$ cat src/design/dvrt_pkg.sv
// ----------------------------------------------------------------------------
// dvrt_pkg
// Shared types and constants of the distance-vector route table.
// ----------------------------------------------------------------------------
package dvrt_pkg;

  localparam int OP_W   = 2;
  localparam int NODE_W = 4;
  localparam int COST_W = 8;

  localparam logic [COST_W-1:0] COST_MAX = 8'd255;

  typedef enum logic [OP_W-1:0] {
    OP_RECEIVE   = 2'd0,
    OP_ADVERTISE = 2'd1,
    OP_CLEAR     = 2'd2
  } op_t;

  typedef enum logic [2:0] {
    ST_INIT,
    ST_IDLE,
    ST_RECV,
    ST_SCAN,
    ST_LOAD
  } state_t;

  // controller to datapath
  typedef struct packed {
    logic accept;       // latch request, read entry of its destination
    logic clear_valid;  // empty the table
    logic init_wr;      // install own entry
    logic recv_eval;    // apply route update
    logic idx_clear;
    logic idx_inc;
    logic scan_rd;      // read entry at scan index
    logic load_out;     // fill output register
  } ctrl_cmd_t;

  // datapath to controller
  typedef struct packed {
    logic scan_valid;
    logic scan_end;
    logic scan_last;
    logic out_free;
  } ctrl_status_t;

endpackage

$ cat src/design/dvrt_route_if.sv
// ----------------------------------------------------------------------------
// dvrt_route_if
// Request channel: one route update, advertisement or clear per request.
// ----------------------------------------------------------------------------
interface dvrt_route_if;
  logic                        valid;
  logic                        ready;
  logic [dvrt_pkg::OP_W-1:0]   operation;
  logic [dvrt_pkg::NODE_W-1:0] route_dest;
  logic [dvrt_pkg::NODE_W-1:0] route_hop;
  logic [dvrt_pkg::COST_W-1:0] route_cost;

  modport source (output valid, output operation, output route_dest, output route_hop,
                  output route_cost, input ready);
  modport sink (input valid, input operation, input route_dest, input route_hop,
                input route_cost, output ready);
endinterface

$ cat src/design/dvrt_adv_if.sv
// ----------------------------------------------------------------------------
// dvrt_adv_if
// Advertisement channel: one advertised table entry per request.
// ----------------------------------------------------------------------------
interface dvrt_adv_if;
  logic                        valid;
  logic                        ready;
  logic [dvrt_pkg::NODE_W-1:0] adv_dest;
  logic [dvrt_pkg::NODE_W-1:0] adv_hop;
  logic [dvrt_pkg::COST_W-1:0] adv_cost;
  logic                        adv_last;

  modport source (output valid, output adv_dest, output adv_hop, output adv_cost,
                  output adv_last, input ready);
  modport sink (input valid, input adv_dest, input adv_hop, input adv_cost,
                input adv_last, output ready);
endinterface

$ cat src/design/dvrt_ctrl.sv
// ----------------------------------------------------------------------------
// dvrt_ctrl
// Sequencer for route updates, table clear and the advertisement walk.
// ----------------------------------------------------------------------------
module dvrt_ctrl (
  input  logic                       clk,
  input  logic                       rst,
  input  logic                       in_valid,
  input  logic [dvrt_pkg::OP_W-1:0]  in_op,
  output logic                       in_ready,
  input  dvrt_pkg::ctrl_status_t     status,
  output dvrt_pkg::ctrl_cmd_t        cmd
);
  import dvrt_pkg::*;

  state_t state, state_next;

  always_ff @(posedge clk) begin
    if (rst) begin
      state <= ST_INIT;
    end else begin
      state <= state_next;
    end
  end

  always_comb begin
    state_next = state;
    cmd        = '0;
    in_ready   = 1'b0;
    unique case (state)
      ST_INIT: begin
        cmd.init_wr = 1'b1;
        state_next  = ST_IDLE;
      end
      ST_IDLE: begin
        in_ready = 1'b1;
        if (in_valid) begin
          cmd.accept = 1'b1;
          priority if (in_op == OP_RECEIVE) begin
            state_next = ST_RECV;
          end else if (in_op == OP_ADVERTISE) begin
            cmd.idx_clear = 1'b1;
            state_next    = ST_SCAN;
          end else if (in_op == OP_CLEAR) begin
            cmd.clear_valid = 1'b1;
            state_next      = ST_INIT;
          end else begin
            state_next = ST_IDLE;
          end
        end
      end
      ST_RECV: begin
        cmd.recv_eval = 1'b1;
        state_next    = ST_IDLE;
      end
      ST_SCAN: begin
        priority if (status.scan_valid) begin
          cmd.scan_rd = 1'b1;
          state_next  = ST_LOAD;
        end else if (status.scan_end) begin
          state_next = ST_IDLE;
        end else begin
          cmd.idx_inc = 1'b1;
        end
      end
      ST_LOAD: begin
        // wait for the output register to drain
        if (status.out_free) begin
          cmd.load_out = 1'b1;
          if (status.scan_last) begin
            state_next = ST_IDLE;
          end else begin
            cmd.idx_inc = 1'b1;
            state_next  = ST_SCAN;
          end
        end
      end
      default: begin
        state_next = ST_INIT;
      end
    endcase
  end

endmodule

$ cat src/design/dvrt_datapath.sv
// ----------------------------------------------------------------------------
// dvrt_datapath
// Route table storage, update compare, scan index and output register.
// ----------------------------------------------------------------------------
module dvrt_datapath #(
  parameter int NODES = 8
) (
  input  logic                        clk,
  input  logic                        rst,
  input  logic                        cfg_wr_en,
  input  logic [dvrt_pkg::NODE_W-1:0] cfg_wr_data,
  input  logic [dvrt_pkg::NODE_W-1:0] in_dest,
  input  logic [dvrt_pkg::NODE_W-1:0] in_hop,
  input  logic [dvrt_pkg::COST_W-1:0] in_cost,
  input  dvrt_pkg::ctrl_cmd_t         cmd,
  output dvrt_pkg::ctrl_status_t      status,
  output logic                        out_valid,
  input  logic                        out_ready,
  output logic [dvrt_pkg::NODE_W-1:0] out_dest,
  output logic [dvrt_pkg::NODE_W-1:0] out_hop,
  output logic [dvrt_pkg::COST_W-1:0] out_cost,
  output logic                        out_last
);
  import dvrt_pkg::*;

  localparam int IW = (NODES > 1) ? $clog2(NODES) : 1;
  localparam logic [6:0] NODES_V = 7'(NODES);
  localparam logic [IW-1:0] IDX_END = IW'(NODES - 1);

  typedef struct packed {
    logic [NODE_W-1:0] hop;
    logic [COST_W-1:0] distance;
  } entry_t;

  entry_t            table_mem [NODES];
  logic [NODES-1:0]  valid;
  logic [NODE_W-1:0] own_node;
  logic [NODE_W-1:0] item_dest;
  logic [NODE_W-1:0] item_hop;
  logic [COST_W-1:0] item_cost;
  logic [IW-1:0]     idx;
  entry_t            rd_data;

  logic              own_ok;
  logic              item_ok;
  logic [IW-1:0]     own_idx;
  logic [IW-1:0]     item_idx;
  logic [IW-1:0]     in_idx;
  logic              take;
  logic              wr_en;
  logic [IW-1:0]     wr_addr;
  entry_t            wr_data;
  logic [NODES-1:0]  above;

  always_ff @(posedge clk) begin
    if (rst) begin
      own_node <= NODE_W'(1);
    end else if (cfg_wr_en) begin
      own_node <= cfg_wr_data;
    end
  end

  assign own_idx  = IW'(own_node - NODE_W'(1));
  assign item_idx = IW'(item_dest - NODE_W'(1));
  assign in_idx   = IW'(in_dest - NODE_W'(1));
  assign own_ok   = (own_node != '0) && ({3'b000, own_node} <= NODES_V);
  assign item_ok  = (item_dest != '0) && ({3'b000, item_dest} <= NODES_V);

  always_ff @(posedge clk) begin
    if (cmd.accept) begin
      item_dest <= in_dest;
      item_hop  <= in_hop;
      item_cost <= in_cost;
    end
  end

  // empty entry is filled, own entry is kept, same hop refreshes, else shorter wins
  assign take = item_ok && (!valid[item_idx] ||
                ((item_dest != own_node) &&
                 ((rd_data.hop == item_hop) || (item_cost < rd_data.distance))));

  always_comb begin
    wr_en   = 1'b0;
    wr_addr = item_idx;
    wr_data = '{hop: item_hop, distance: item_cost};
    if (cmd.init_wr) begin
      wr_en   = own_ok;
      wr_addr = own_idx;
      wr_data = '{hop: own_node, distance: '0};
    end else if (cmd.recv_eval) begin
      wr_en = take;
    end
  end

  always_ff @(posedge clk) begin
    if (wr_en) begin
      table_mem[wr_addr] <= wr_data;
    end
  end

  always_ff @(posedge clk) begin
    if (cmd.scan_rd) begin
      rd_data <= table_mem[idx];
    end else if (cmd.accept) begin
      rd_data <= table_mem[in_idx];
    end
  end

  always_ff @(posedge clk) begin
    if (rst || cmd.clear_valid) begin
      valid <= '0;
    end else if (wr_en) begin
      valid[wr_addr] <= 1'b1;
    end
  end

  always_ff @(posedge clk) begin
    if (rst || cmd.idx_clear) begin
      idx <= '0;
    end else if (cmd.idx_inc) begin
      idx <= idx + IW'(1);
    end
  end

  assign above = (valid >> idx) >> 1;

  assign status.scan_valid = valid[idx];
  assign status.scan_end   = (idx == IDX_END);
  assign status.scan_last  = (above == '0);
  assign status.out_free   = !out_valid || out_ready;

  always_ff @(posedge clk) begin
    if (rst) begin
      out_valid <= 1'b0;
    end else if (cmd.load_out) begin
      out_valid <= 1'b1;
    end else if (out_ready) begin
      out_valid <= 1'b0;
    end
  end

  always_ff @(posedge clk) begin
    if (cmd.load_out) begin
      out_dest <= NODE_W'(idx) + NODE_W'(1);
      out_hop  <= own_node;
      out_cost <= (rd_data.distance == COST_MAX) ? COST_MAX : rd_data.distance + COST_W'(1);
      out_last <= status.scan_last;
    end
  end

endmodule

$ cat src/design/distance_vector_route_table_top.sv
// ----------------------------------------------------------------------------
// distance_vector_route_table_top
// Distance-vector route table with one entry per destination node.
// ----------------------------------------------------------------------------
// Requests arrive on the route channel (valid/ready): operation 0 offers one
// advertised route, 1 walks the table and sends every valid entry on the
// advert channel, 2 empties the table and reinstalls the own entry, 3 is
// accepted and dropped. own_node must be written through cfg_wr_en/cfg_wr_data
// only while the block is idle; the block itself does not enforce it. The own
// entry is installed at the next clear; route updates and advertisements use it
// at once. A route update reads the entry from the table memory in the accept
// cycle and writes it back in the next. A clear empties the table in the
// accept cycle and reinstalls the own entry in the next. An advertisement
// steps the scan index past empty entries and reads each valid entry through
// the single table read port before loading it; the walk stops after the last
// valid entry, or covers the whole table when it is empty, and adv_last marks
// the final one. Results sit in an output register: while the receiver stalls
// the walk waits on it, and after the final entry is loaded a new request is
// taken. After reset ST_INIT installs the own entry before any request is taken.
// ----------------------------------------------------------------------------
module distance_vector_route_table_top #(
  parameter int NODES = 8
) (
  input  logic                        clk,
  input  logic                        rst,
  input  logic                        cfg_wr_en,
  input  logic [dvrt_pkg::NODE_W-1:0] cfg_wr_data,
  dvrt_route_if.sink                  route,
  dvrt_adv_if.source                  advert
);
  import dvrt_pkg::*;

  ctrl_cmd_t    cmd;
  ctrl_status_t status;

  dvrt_ctrl u_ctrl (
    .clk      (clk),
    .rst      (rst),
    .in_valid (route.valid),
    .in_op    (route.operation),
    .in_ready (route.ready),
    .status   (status),
    .cmd      (cmd)
  );

  dvrt_datapath #(
    .NODES (NODES)
  ) u_datapath (
    .clk         (clk),
    .rst         (rst),
    .cfg_wr_en   (cfg_wr_en),
    .cfg_wr_data (cfg_wr_data),
    .in_dest     (route.route_dest),
    .in_hop      (route.route_hop),
    .in_cost     (route.route_cost),
    .cmd         (cmd),
    .status      (status),
    .out_valid   (advert.valid),
    .out_ready   (advert.ready),
    .out_dest    (advert.adv_dest),
    .out_hop     (advert.adv_hop),
    .out_cost    (advert.adv_cost),
    .out_last    (advert.adv_last)
  );

endmodule

$ cat src/flat_wrapper.sv
// flat-port wrapper written by rule: the top's interface ports become plain ports
module distance_vector_route_table_top_flat import dvrt_pkg::*;
#(
  parameter int NODES = 8
)
  (clk, rst, cfg_wr_en, cfg_wr_data, route_valid, route_operation, route_route_dest, route_route_hop, route_route_cost, route_ready, advert_valid, advert_adv_dest, advert_adv_hop, advert_adv_cost, advert_adv_last, advert_ready);
  dvrt_route_if route_i ();
  dvrt_adv_if advert_i ();
  input  logic clk;
  input  logic rst;
  input  logic cfg_wr_en;
  input  logic [dvrt_pkg::NODE_W-1:0] cfg_wr_data;
  input wire logic [$bits(route_i.valid)-1:0] route_valid;
  input wire logic [$bits(route_i.operation)-1:0] route_operation;
  input wire logic [$bits(route_i.route_dest)-1:0] route_route_dest;
  input wire logic [$bits(route_i.route_hop)-1:0] route_route_hop;
  input wire logic [$bits(route_i.route_cost)-1:0] route_route_cost;
  output wire logic [$bits(route_i.ready)-1:0] route_ready;
  output wire logic [$bits(advert_i.valid)-1:0] advert_valid;
  output wire logic [$bits(advert_i.adv_dest)-1:0] advert_adv_dest;
  output wire logic [$bits(advert_i.adv_hop)-1:0] advert_adv_hop;
  output wire logic [$bits(advert_i.adv_cost)-1:0] advert_adv_cost;
  output wire logic [$bits(advert_i.adv_last)-1:0] advert_adv_last;
  input wire logic [$bits(advert_i.ready)-1:0] advert_ready;
  assign route_i.valid = route_valid;
  assign route_i.operation = route_operation;
  assign route_i.route_dest = route_route_dest;
  assign route_i.route_hop = route_route_hop;
  assign route_i.route_cost = route_route_cost;
  assign route_ready = route_i.ready;
  assign advert_valid = advert_i.valid;
  assign advert_adv_dest = advert_i.adv_dest;
  assign advert_adv_hop = advert_i.adv_hop;
  assign advert_adv_cost = advert_i.adv_cost;
  assign advert_adv_last = advert_i.adv_last;
  assign advert_i.ready = advert_ready;
  distance_vector_route_table_top #(.NODES(NODES)) u_core (.clk(clk), .rst(rst), .cfg_wr_en(cfg_wr_en), .cfg_wr_data(cfg_wr_data), .route(route_i), .advert(advert_i));
endmodule
$ cat config.mk
export PLATFORM = sky130hd
export DESIGN_NAME = distance_vector_route_table_top_flat
export DESIGN_NICKNAME = d
export VERILOG_FILES = /design/src/design/dvrt_pkg.sv /design/src/design/dvrt_route_if.sv /design/src/design/dvrt_adv_if.sv /design/src/design/dvrt_ctrl.sv /design/src/design/dvrt_datapath.sv /design/src/design/distance_vector_route_table_top.sv /design/src/flat_wrapper.sv
export SDC_FILE = /design/constraint.sdc
export NUM_CORES = 1
export LEC_CHECK = 0
export ABC_AREA = 1
export BUFFER_PORTS_ARGS = -buffer_cell sky130_fd_sc_hd__buf_2
export CORE_ASPECT_RATIO = 0.75
export CORE_UTILIZATION = 59
export CTS_CLUSTER_SIZE = 40
export DETAILED_ROUTE_END_ITERATION = 7
export HOLD_SLACK_MARGIN = 0.02
export PLACE_DENSITY = 0.78
export SYNTH_ARGS = -nofsm -noshare
export SYNTH_HDL_FRONTEND = slang
export SYNTH_SLANG_ARGS = --single-unit
$ cat constraint.sdc
create_clock -name clk -period 3.3 [get_ports clk]
set_clock_uncertainty 0.15 [all_clocks]
set_input_delay 0.825 -clock clk [delete_from_list [all_inputs] [get_ports clk]]
set_output_delay 0.825 -clock clk [all_outputs]
set_load 0.01 [all_outputs]
After elaboration in Yosys (flattened, before gate mapping)
Memories as Yosys holds them, arrays and structs flattened. A register that Yosys moved wholly into a read port is not among the register bits.
Index checks and enable logic that the tools add are counted.
{"block": "classes", "reduce_logical": 21, "magnitude_cmp": 7, "muxes": 48, "n_div": 0, "n_addsub": 6, "n_mul": 0, "bitwise": 1, "shifts": 1, "n_eq_ne": 13}
{"cell": "two-way mux 12 bit", "count": 3}
{"cell": "two-way mux 1 bit", "count": 28}
{"cell": "two-way mux 3 bit", "count": 9}
{"cell": "less-than comparator 3 x 4 -> 1 bit, second input constant", "count": 3}
{"cell": "one-hot mux 3 bit (4 select lines)", "count": 1}
{"cell": "subtractor 3 x 1 -> 3 bit, second input constant", "count": 3}
{"cell": "adder 8 x 1 -> 8 bit, second input constant", "count": 1}
{"cell": "== test 8 bit, second input constant", "count": 1}
{"cell": "<= comparator 4 bit, second input constant", "count": 2}
{"cell": "zero test 8 bit", "count": 1}
{"cell": "less-than comparator 8 bit", "count": 1}
{"cell": "OR 8 bit", "count": 1}
{"cell": "nonzero test 4 bit", "count": 2}
{"cell": "right shift 8 x 3 -> 8 bit", "count": 1}
{"cell": "binary-select mux 1 bit (select 3 bit)", "count": 2}
{"cell": "== test 3 x 2 -> 1 bit, second input constant", "count": 2}
{"cell": "== test 3 bit, second input constant", "count": 2}
{"cell": "two-way mux 2 bit", "count": 3}
{"cell": "logical AND 1 bit", "count": 5}
{"cell": "logical OR 1 bit", "count": 5}
{"cell": "adder 3 x 1 -> 4 bit, second input constant", "count": 1}
{"cell": "== test 4 bit", "count": 1}
{"cell": "!= test 4 bit", "count": 1}
{"cell": "nonzero test 2 bit", "count": 2}
{"cell": "other kinds (15)", "count": 16}
{"block": "totals", "rom_bits": 0, "mem_bits_rw": 96, "latch_bits": 0, "n_memories": 1, "register_bits": 64, "output_inout_bits": 19, "input_bits": 27, "word_cells": 112}
{"name": "u_core.u_datapath.table_mem", "words": 8, "word_bits": 12, "read_ports": 2, "rd_ports_with_merged_regs": 1, "write_ports": 1, "line": "dvrt_datapath.sv:35", "text": "entry_t table_mem [NODES];"}

Logic depth before layout (Yosys ltp)
Gate-level depths: netlist of run 1.
{"block": "depth", "word_depth": 10, "depth_mapped": 15}

Modules after synthesis
A second synthesis of run 1 with hierarchy kept.
{"block": "hier_totals", "cells_unflattened": 816, "area_unflattened_um2": 7877.6}
{"mod": "dvrt_datapath", "instances": 1, "cells_per_inst": 767, "area_each_um2": 7578.5}
{"mod": "dvrt_ctrl", "instances": 1, "cells_per_inst": 49, "area_each_um2": 299.0}

Worst setup path before layout of run 1
No wires, ideal clock.
{"block": "synth_path", "kind": "input port to flip-flop", "startpoint": "input port advert_ready", "endpoint": "register (tool-made name)", "t_arrival_ns": 2.686, "path_slack_ns": 0.345, "n_path_buf": 0, "cell_stages": 7, "t_required_ns": 3.031, "setup_time_ns": 0.119, "cell_sequence": "nor2_1 nor3_1 nand2_1 nand2_2 inv_1 nor2_1 nor2_1"}
{"element": "start: declaration", "line": "flat_wrapper.sv:24", "text": "input wire logic [$bits(advert_i.ready)-1:0] advert_ready;"}

Worst setup path in the final report of run 1
{"block": "layout_path", "startpoint": "register u_core.u_datapath.rd_data[5] (netlist name)", "endpoint": "memory u_core.u_datapath.table_mem[4][3] (netlist name) (enable)"}
{"block": "layout_between", "elab_chain_len": 9}
{"element": "start: declaration", "line": "dvrt_datapath.sv:42", "text": "entry_t rd_data;"}
{"element": "start signal: assignment", "line": "dvrt_datapath.sv:103", "text": "rd_data <= table_mem[idx];"}
{"element": "start signal: assignment", "line": "dvrt_datapath.sv:105", "text": "rd_data <= table_mem[in_idx];"}
{"element": "less-than comparator 8 bit", "line": "dvrt_datapath.sv:80", "text": "((rd_data.hop == item_hop) || (item_cost < rd_data.distance))));"}
{"element": "logical OR 1 bit", "line": "dvrt_datapath.sv:80"}
{"element": "logical AND 1 bit", "line": "dvrt_datapath.sv:79", "text": "((item_dest != own_node) &&"}
{"element": "logical OR 1 bit", "line": "dvrt_datapath.sv:78", "text": "assign take = item_ok && (!valid[item_idx] ||"}
{"element": "logical AND 1 bit", "line": "dvrt_datapath.sv:78"}
{"element": "two-way mux 1 bit", "line": "dvrt_datapath.sv:90", "text": "end else if (cmd.recv_eval) begin"}
{"element": "two-way mux 1 bit", "line": "dvrt_datapath.sv:86", "text": "if (cmd.init_wr) begin"}
{"element": "two-way mux 1 bit", "line": "dvrt_datapath.sv:96", "text": "if (wr_en) begin"}
{"element": "two-way mux 1 bit (implied by the code)", "line": "dvrt_datapath.sv:97", "text": "table_mem[wr_addr] <= wr_data;"}
{"element": "end: declaration", "line": "dvrt_datapath.sv:35"}
No other way between the ends.

==> results of run 1 <==
worst max-delay path by stage:
stage | from | endpoint | slack, ns | cells past startpoint
after floorplan | advert_ready | flip-flop | 0.35 | 7
after global placement | route_route_dest[0] | u_core.u_datapath.rd_data[5]$_DFFE_PP_ | 0.66 | 10
after detailed placement | route_route_dest[0] | u_core.u_datapath.rd_data[5]$_DFFE_PP_ | 0.51 | 9
after CTS | u_core.u_datapath.rd_data[5]$_DFFE_PP_ | u_core.u_datapath.table_mem[6][0]$_DFFE_PP_ | 0.69 | 14
after global routing | u_core.u_datapath.rd_data[5]$_DFFE_PP_ | u_core.u_datapath.table_mem[6][0]$_DFFE_PP_ | 0.47 | 14
final | u_core.u_datapath.rd_data[5]$_DFFE_PP_ | u_core.u_datapath.table_mem[4][3]$_DFFE_PP_ | 0.61 | 14
power by group:
part | internal [mW] | leakage, nW | switching (mW) | total, mW
clock | 1.05 | 0.282 | 0.842 | 1.89
combinational | 0.276 | 1.87 | 0.659 | 0.934
sequential | 2.51 | 1.48 | 0.101 | 2.61
total | 3.83 | 3.63 | 1.60 | 5.43
logic make-up after synthesis:
family,count (synthesis),synth area share (%)
AOI/OAI and AO/OA,289,19.2
and+or+nand+nor,215,11.4
DFF,163,58.6
buffers and inverters,150,7.53
adders and majority gates,13,2.04
xor gates and xnor gates,11,1.21
worst max-delay path: stages, from the launching register on:
cell and delay [ns]:
edfxtp_1 0.45, inv_1 0.12, ha_1 0.25, a21oi_1 0.14
nor2_1 0.06, nor3_1 0.19, nand2_1 0.15, nand2_1 0.09
nand2_1 0.06, nand2_1 0.05, nand2_1 0.07, nand2_4 0.11
nand2_1 0.09, inv_1 0.16, buf_4 0.23
routing by layer:
metal	track usage, %	routed length, um
met1	39.0	7980
met2	47.0	9500
met3	6.78	2150
met4	16.1	674
met5	0	0
cells in the mapped netlist (3+ instances only):
master / number / area [sq um]
nor3_1: 3 / 15.0
a21oi_1: 83 / 415
nor2_2: 3 / 18.8
ha_1: 13 / 163
o21ai_1: 10 / 50.1
nor2_1: 89 / 334
clkbuf_1: 20 / 75.1
nand2_1: 98 / 368
buf_2: 14 / 70.1
a21o_1: 12 / 90.1
edfxtp_1: 141 / 4230
inv_1: 100 / 375
nand3_1: 7 / 35.0
xnor2_1: 9 / 78.8
nand4_1: 4 / 25.0
o21ai_0: 170 / 851
dfxtp_1: 22 / 440
o21ai_2: 3 / 26.3
inv_2: 10 / 37.5
stage by stage:
| stage | power, mW | cells | cell area, sq um | utilization, % | hold slack (ns) |
|---|---|---|---|---|---|
| floorplan | 3.24 | 841 | 7970 | - | 0.292 |
| global placement | 3.48 | 1037 | 8380 | 63.9 | 0.317 |
| detailed placement | 3.54 | 1037 | 8380 | 63.9 | 0.327 |
| CTS | 5.42 | 1069 | 8940 | 68.2 | 0.338 |
| global route | 5.63 | 1069 | 8940 | 68.2 | 0.381 |
| finish | 5.43 | 1069 | 8940 | 68.2 | 0.342 |
cell type report:
| class | instances | share of cell area (%) |
|---|---|---|
| Inverter | 112 | 4.76 |
| Sequential cell | 163 | 52.3 |
| Clock inverter | 12 | 1.01 |
| Timing Repair Buffer | 63 | 4.03 |
| Tap cell | 171 | 2.39 |
| Multi-Input combinational cell | 528 | 30.2 |
| Clock buffer | 20 | 5.28 |
state kept, by name, indices dropped and copies added (netlist names), named ones only:
signal,cells
u_core.u_datapath.out_valid,1
u_core.u_datapath.out_hop,4
u_core.u_datapath.own_node,4
u_core.u_datapath.item_hop,4
u_core.u_datapath.idx,3
u_core.u_ctrl.state,3
u_core.u_datapath.valid,8
u_core.u_datapath.item_cost,8
u_core.u_datapath.table_mem,96
u_core.u_datapath.rd_data,12
u_core.u_datapath.out_last,1
u_core.u_datapath.out_cost,8
u_core.u_datapath.item_dest,4
u_core.u_datapath.out_dest,4
==> impl_metrics.json, run 1 <==
{
  "outcome": "completed",
  "portBuffers": 45,
  "synth_edf_count": 141,
  "required_ns": 3.28,
  "worstSetupStartpointType": "flip-flop",
  "max_freq_mhz": 372,
  "grt_pass1_vias": 5955,
  "die_w_um": 136,
  "worstPathArrival_ns": 2.67,
  "cts-root-buf": "clkbuf_16",
  "hpwl_mm": 12.4,
  "worst_slack_ns": 0.611,
  "synth_area_sq_mm": 0.00797,
  "grt_overflow": 0,
  "area_growth_pct": 12.1,
  "syn_area_per_cell_sq_um": 9.48,
  "synth_seq_cells": 163,
  "syn-num-nets": 881,
  "drt_iter0_markers": 727,
  "vias_per_cell": 6.03,
  "finalCriticalPeriod_ns": 2.69,
  "p_leak_nw": 3.63,
  "core_sq_mm": 0.0131,
  "multi_input_area_sq_mm": 0.00270,
  "firstDrtPassIters": 6,
  "route.detailed.drc": 0,
  "finalSetupTns_ns": 0,
  "worstSetupPathType": "reg -> reg",
  "h-tree-depth": 4,
  "r2r_start": "u_core.u_datapath.rd_data[5]$_DFFE_PP_",
  "grt_max_degree": 74,
  "p_per_area_mw_per_mm2": 608,
  "hold-path-endpoint": "u_core.u_datapath.valid[0]$_SDFFE_PP0P_",
  "path_clk_slew_ns": 0.07,
  "cts_hold_buf": 0,
  "seq_area_sq_mm": 0.00467,
  "synthFlopType": "edfxtp_1",
  "ff2ff_path_depth": 14,
  "synth_cell_types": 41,
  "hold_violations": 0,
  "setup_violations": 0,
  "endpoint_kind": "flip-flop",
  "worst_pin_slew_ns": 1.09,
  "grt_first_pass_wirelength_mm": 30.6,
  "path_max_fanout": 9,
  "clock-sinks": 163,
  "cts_tree": "built",
  "diodes": 0,
  "num_vias": 6443,
  "hold_depth": 2,
  "drv_cap": 0,
  "final_nets": 925,
  "max-vdd-ir-drop_uv": 395,
  "hp-class": "reg -> reg",
  "min_from": "u_core.u_datapath.valid[0]$_SDFFE_PP0P_",
  "die_h_um": 103,
  "rsz0062_at_grt": "no",
  "start_util_pct": 60.8,
  "gp_congestion": 0.879,
  "die_area_sq_mm": 0.0140,
  "clk_latency_ns": 0.43,
  "cts_buffer_depth": 2,
  "syn_inst": 841,
  "ys_seq_area_share_pct": 58.6,
  "regToRegSetupSlack_ns": 0.61,
  "io_pins": 46,
  "track_usage_pct": 29.9,
  "nFillCells": 949,
  "final_common_cell": "o21ai_0",
  "rows": 36,
  "drive_gt1_share_pct": 13.9,
  "slew_violations": 0,
  "antenna_left": 0,
  "dp_slack_ns": 0.512,
  "period_share_pct": 81.5,
  "async_flop_share_pct": 0,
  "wl_mm": 20.3,
  "cts_made_buffers": 17,
  "post_cts_buffers": 0,
  "wl_per_cell_um": 19.0,
  "r2r_end": "u_core.u_datapath.table_mem[4][3]$_DFFE_PP_",
  "antenna_found_initial": 0,
  "yosys_warnings": 0,
  "max-slew-margin-rel_pct": 26.5,
  "final_cell_mix": "o21ai_0, edfxtp_1, inv_1",
  "cts_resized": 0
}
No activity file was read; power rests on OpenSTA's default activity.
==> run 2, diff against run 1 <==
==> constraint.sdc (replaced) <==
create_clock -name clk -period 2.7 [get_ports clk]
set_clock_uncertainty 0.15 [all_clocks]
set_input_delay 0.675 -clock clk [delete_from_list [all_inputs] [get_ports clk]]
set_output_delay 0.675 -clock clk [all_outputs]
set_load 0.01 [all_outputs]
==> run 2 against run 1 <==
Against the previous run:
- the flow now finishes with violations (DRC)
- critical path depth is the same
- worst hold slack lost 0.067 ns
- core utilization grew 1.7 points
- sequential power grew 22%
- via count grew 1.5%
- combinational power grew 30%
- cell area grew 2.5%
- power grew 26%
- sequential share of layout area shrank 1.3 points
- die area is the same
- clock power grew 30%
- routed wire length grew 3.3%
- largest power group unchanged
- highest routed layer unchanged
==> impl_metrics.json, run 2 (same netlist as run 1, synthesis figures left out) <==
{
  "gp_congestion": 0.836,
  "wl_per_cell_um": 19.5,
  "finalCriticalPeriod_ns": 2.49,
  "required_ns": 2.68,
  "num_vias": 6541,
  "worstSetupPathType": "reg -> reg",
  "final_common_cell": "o21ai_0",
  "largest_register": "u_core.u_datapath.table_mem",
  "cpMostUsedCell": "nand2_1",
  "vias_per_cell": 6.10,
  "clk_latency_ns": 0.43,
  "max-slew-margin-rel_pct": 52.7,
  "grt_first_pass_wirelength_mm": 32.0,
  "crit_slowest_cell": "edfxtp_1",
  "worst_pin_slew_ns": 0.709,
  "p_per_area_mw_per_mm2": 747,
  "grt_pass1_vias": 6179,
  "hold_violations": 0,
  "core_sq_mm": 0.0131,
  "worstSetupStartpointType": "flip-flop",
  "portBuffers": 45,
  "max-vdd-ir-drop_uv": 484,
  "area_growth_pct": 14.9,
  "power_mw": 6.85,
  "path_clk_slew_ns": 0.07,
  "start_util_pct": 60.8,
  "rsz0062_at_grt": "no",
  "placed_cell_area_sq_mm": 0.00856,
  "drv_cap": 0,
  "firstDrtPassIters": 8,
  "top_regs": "u_core.u_datapath.table_mem (96), u_core.u_datapath.rd_data (12)",
  "nFillCells": 938,
  "cts_tree": "built",
  "worstPathCellList": "inv_1, ha_1, a21oi_1, nor2_1, nor3_2, nand2_1, nand2_1, nand2_1, nand2_1, nand2_1, nand2_4, nand2_1, inv_1, buf_12",
  "slew_violations": 0,
  "grt_overflow": 0,
  "antenna_left": 0,
  "track_usage_pct": 31.1,
  "final_cell_area_sq_mm": 0.00916,
  "m1WireLength_mm": 8.29,
  "antenna_found_initial": 0,
  "io_pins": 46,
  "diodes": 0,
  "max_freq_mhz": 402,
  "finalSetupTns_ns": 0,
  "worstPathArrival_ns": 2.46,
  "hpwl_mm": 13.3,
  "cts_hold_buf": 0,
  "cts_buffer_depth": 2,
  "endpoint_kind": "flip-flop",
  "final_cell_mix": "o21ai_0, edfxtp_1, inv_1",
  "clock-sinks": 163,
  "hp-class": "in -> reg",
  "met2_length_mm": 9.96,
  "grt_max_degree": 74,
  "outcome": "finished with violations",
  "cts_made_buffers": 17,
  "h-tree-depth": 4,
  "cts-root-buf": "clkbuf_16",
  "highest_layer": "met4",
  "p_leak_nw": 3.69,
  "route.detailed.drc": 4,
  "wl_mm": 21.0,
  "drive_gt1_share_pct": 14.2,
  "path_max_fanout": 12,
  "largest_register_ffs": 96,
  "dr_wl_met3_mm": 2.08,
  "die_w_um": 136,
  "violations": "DRC",
  "seq_area_sq_mm": 0.00467,
  "drt_iter0_markers": 706,
  "rows": 36,
  "die_area_sq_mm": 0.0140,
  "cpPeakStageDelay_ns": 0.42,
  "die_h_um": 103,
  "setup_violations": 0,
  "period_share_pct": 92.1,
  "final_nets": 930,
  "multi_input_area_sq_mm": 0.00271
}
## run 2: layout make-up
type	count	share of cell area, %
clock buffers	19	4.73
clock inverters	12	1.72
inverters	112	4.64
multi-input cells	528	29.6
flip-flops and latches	163	51.0
well taps	171	2.34
repair buffers	68	5.98
## run 2: final timing paths
check | start | to | slack, ns | cells past startpoint
setup reg to reg | u_core.u_datapath.rd_data[5]$_DFFE_PP_ | u_core.u_datapath.table_mem[7][0]$_DFFE_PP_ | 0.21 | 14
setup / recovery | u_core.u_datapath.rd_data[5]$_DFFE_PP_ | u_core.u_datapath.table_mem[7][0]$_DFFE_PP_ | 0.21 | 14
hold / removal | route_route_hop[3] | u_core.u_datapath.item_hop[3]$_DFFE_PP_ | 0.27 | 1
hold reg to reg | u_core.u_datapath.own_node[1]$_SDFFE_PP0P_ | u_core.u_datapath.out_hop[1]$_DFFE_PP_ | 0.36 | 0
## run 2: metal layers
metal,vias to the layer above,track usage [%]
met5,-,0
met3,65,5.80
li1,2983,-
met2,395,50.2
met4,0,13.6
met1,3098,41.7
## run 2: critical path: cells and delay by family, from the launching register on
family	cells	cell delay [ns]
AO/OA/AOI/OAI	1	0.13
adder cells (fa/ha/maj)	1	0.26
buffers and inverters	3	0.40
flip-flops	1	0.42
AND/OR/NAND/NOR	9	0.83
## run 2: what timing repair did
action / in CTS / in global routing
setup buffers: 0 / 1
resized for setup: 0 / 1
endpoints found under the setup margin: 0 / 96
## run 2: metrics by stage
stage	util (%)	hold slack [ns]	cells	setup slack (ns)
global route	69.9	0.255	1073	0.00601
floorplan	-	0.292	841	0.0943
detailed placement	65.3	0.338	1041	0.175
global placement	65.3	0.342	1041	0.314
CTS	69.8	0.267	1072	0.112
finish	69.9	0.275	1073	0.214
## run 2: power breakdown
part	internal, mW	total, mW	leakage (nW)	switching, mW
clock network	1.45	2.45	0.280	0.993
logic	0.398	1.21	1.94	0.814
registers	3.06	3.19	1.48	0.124
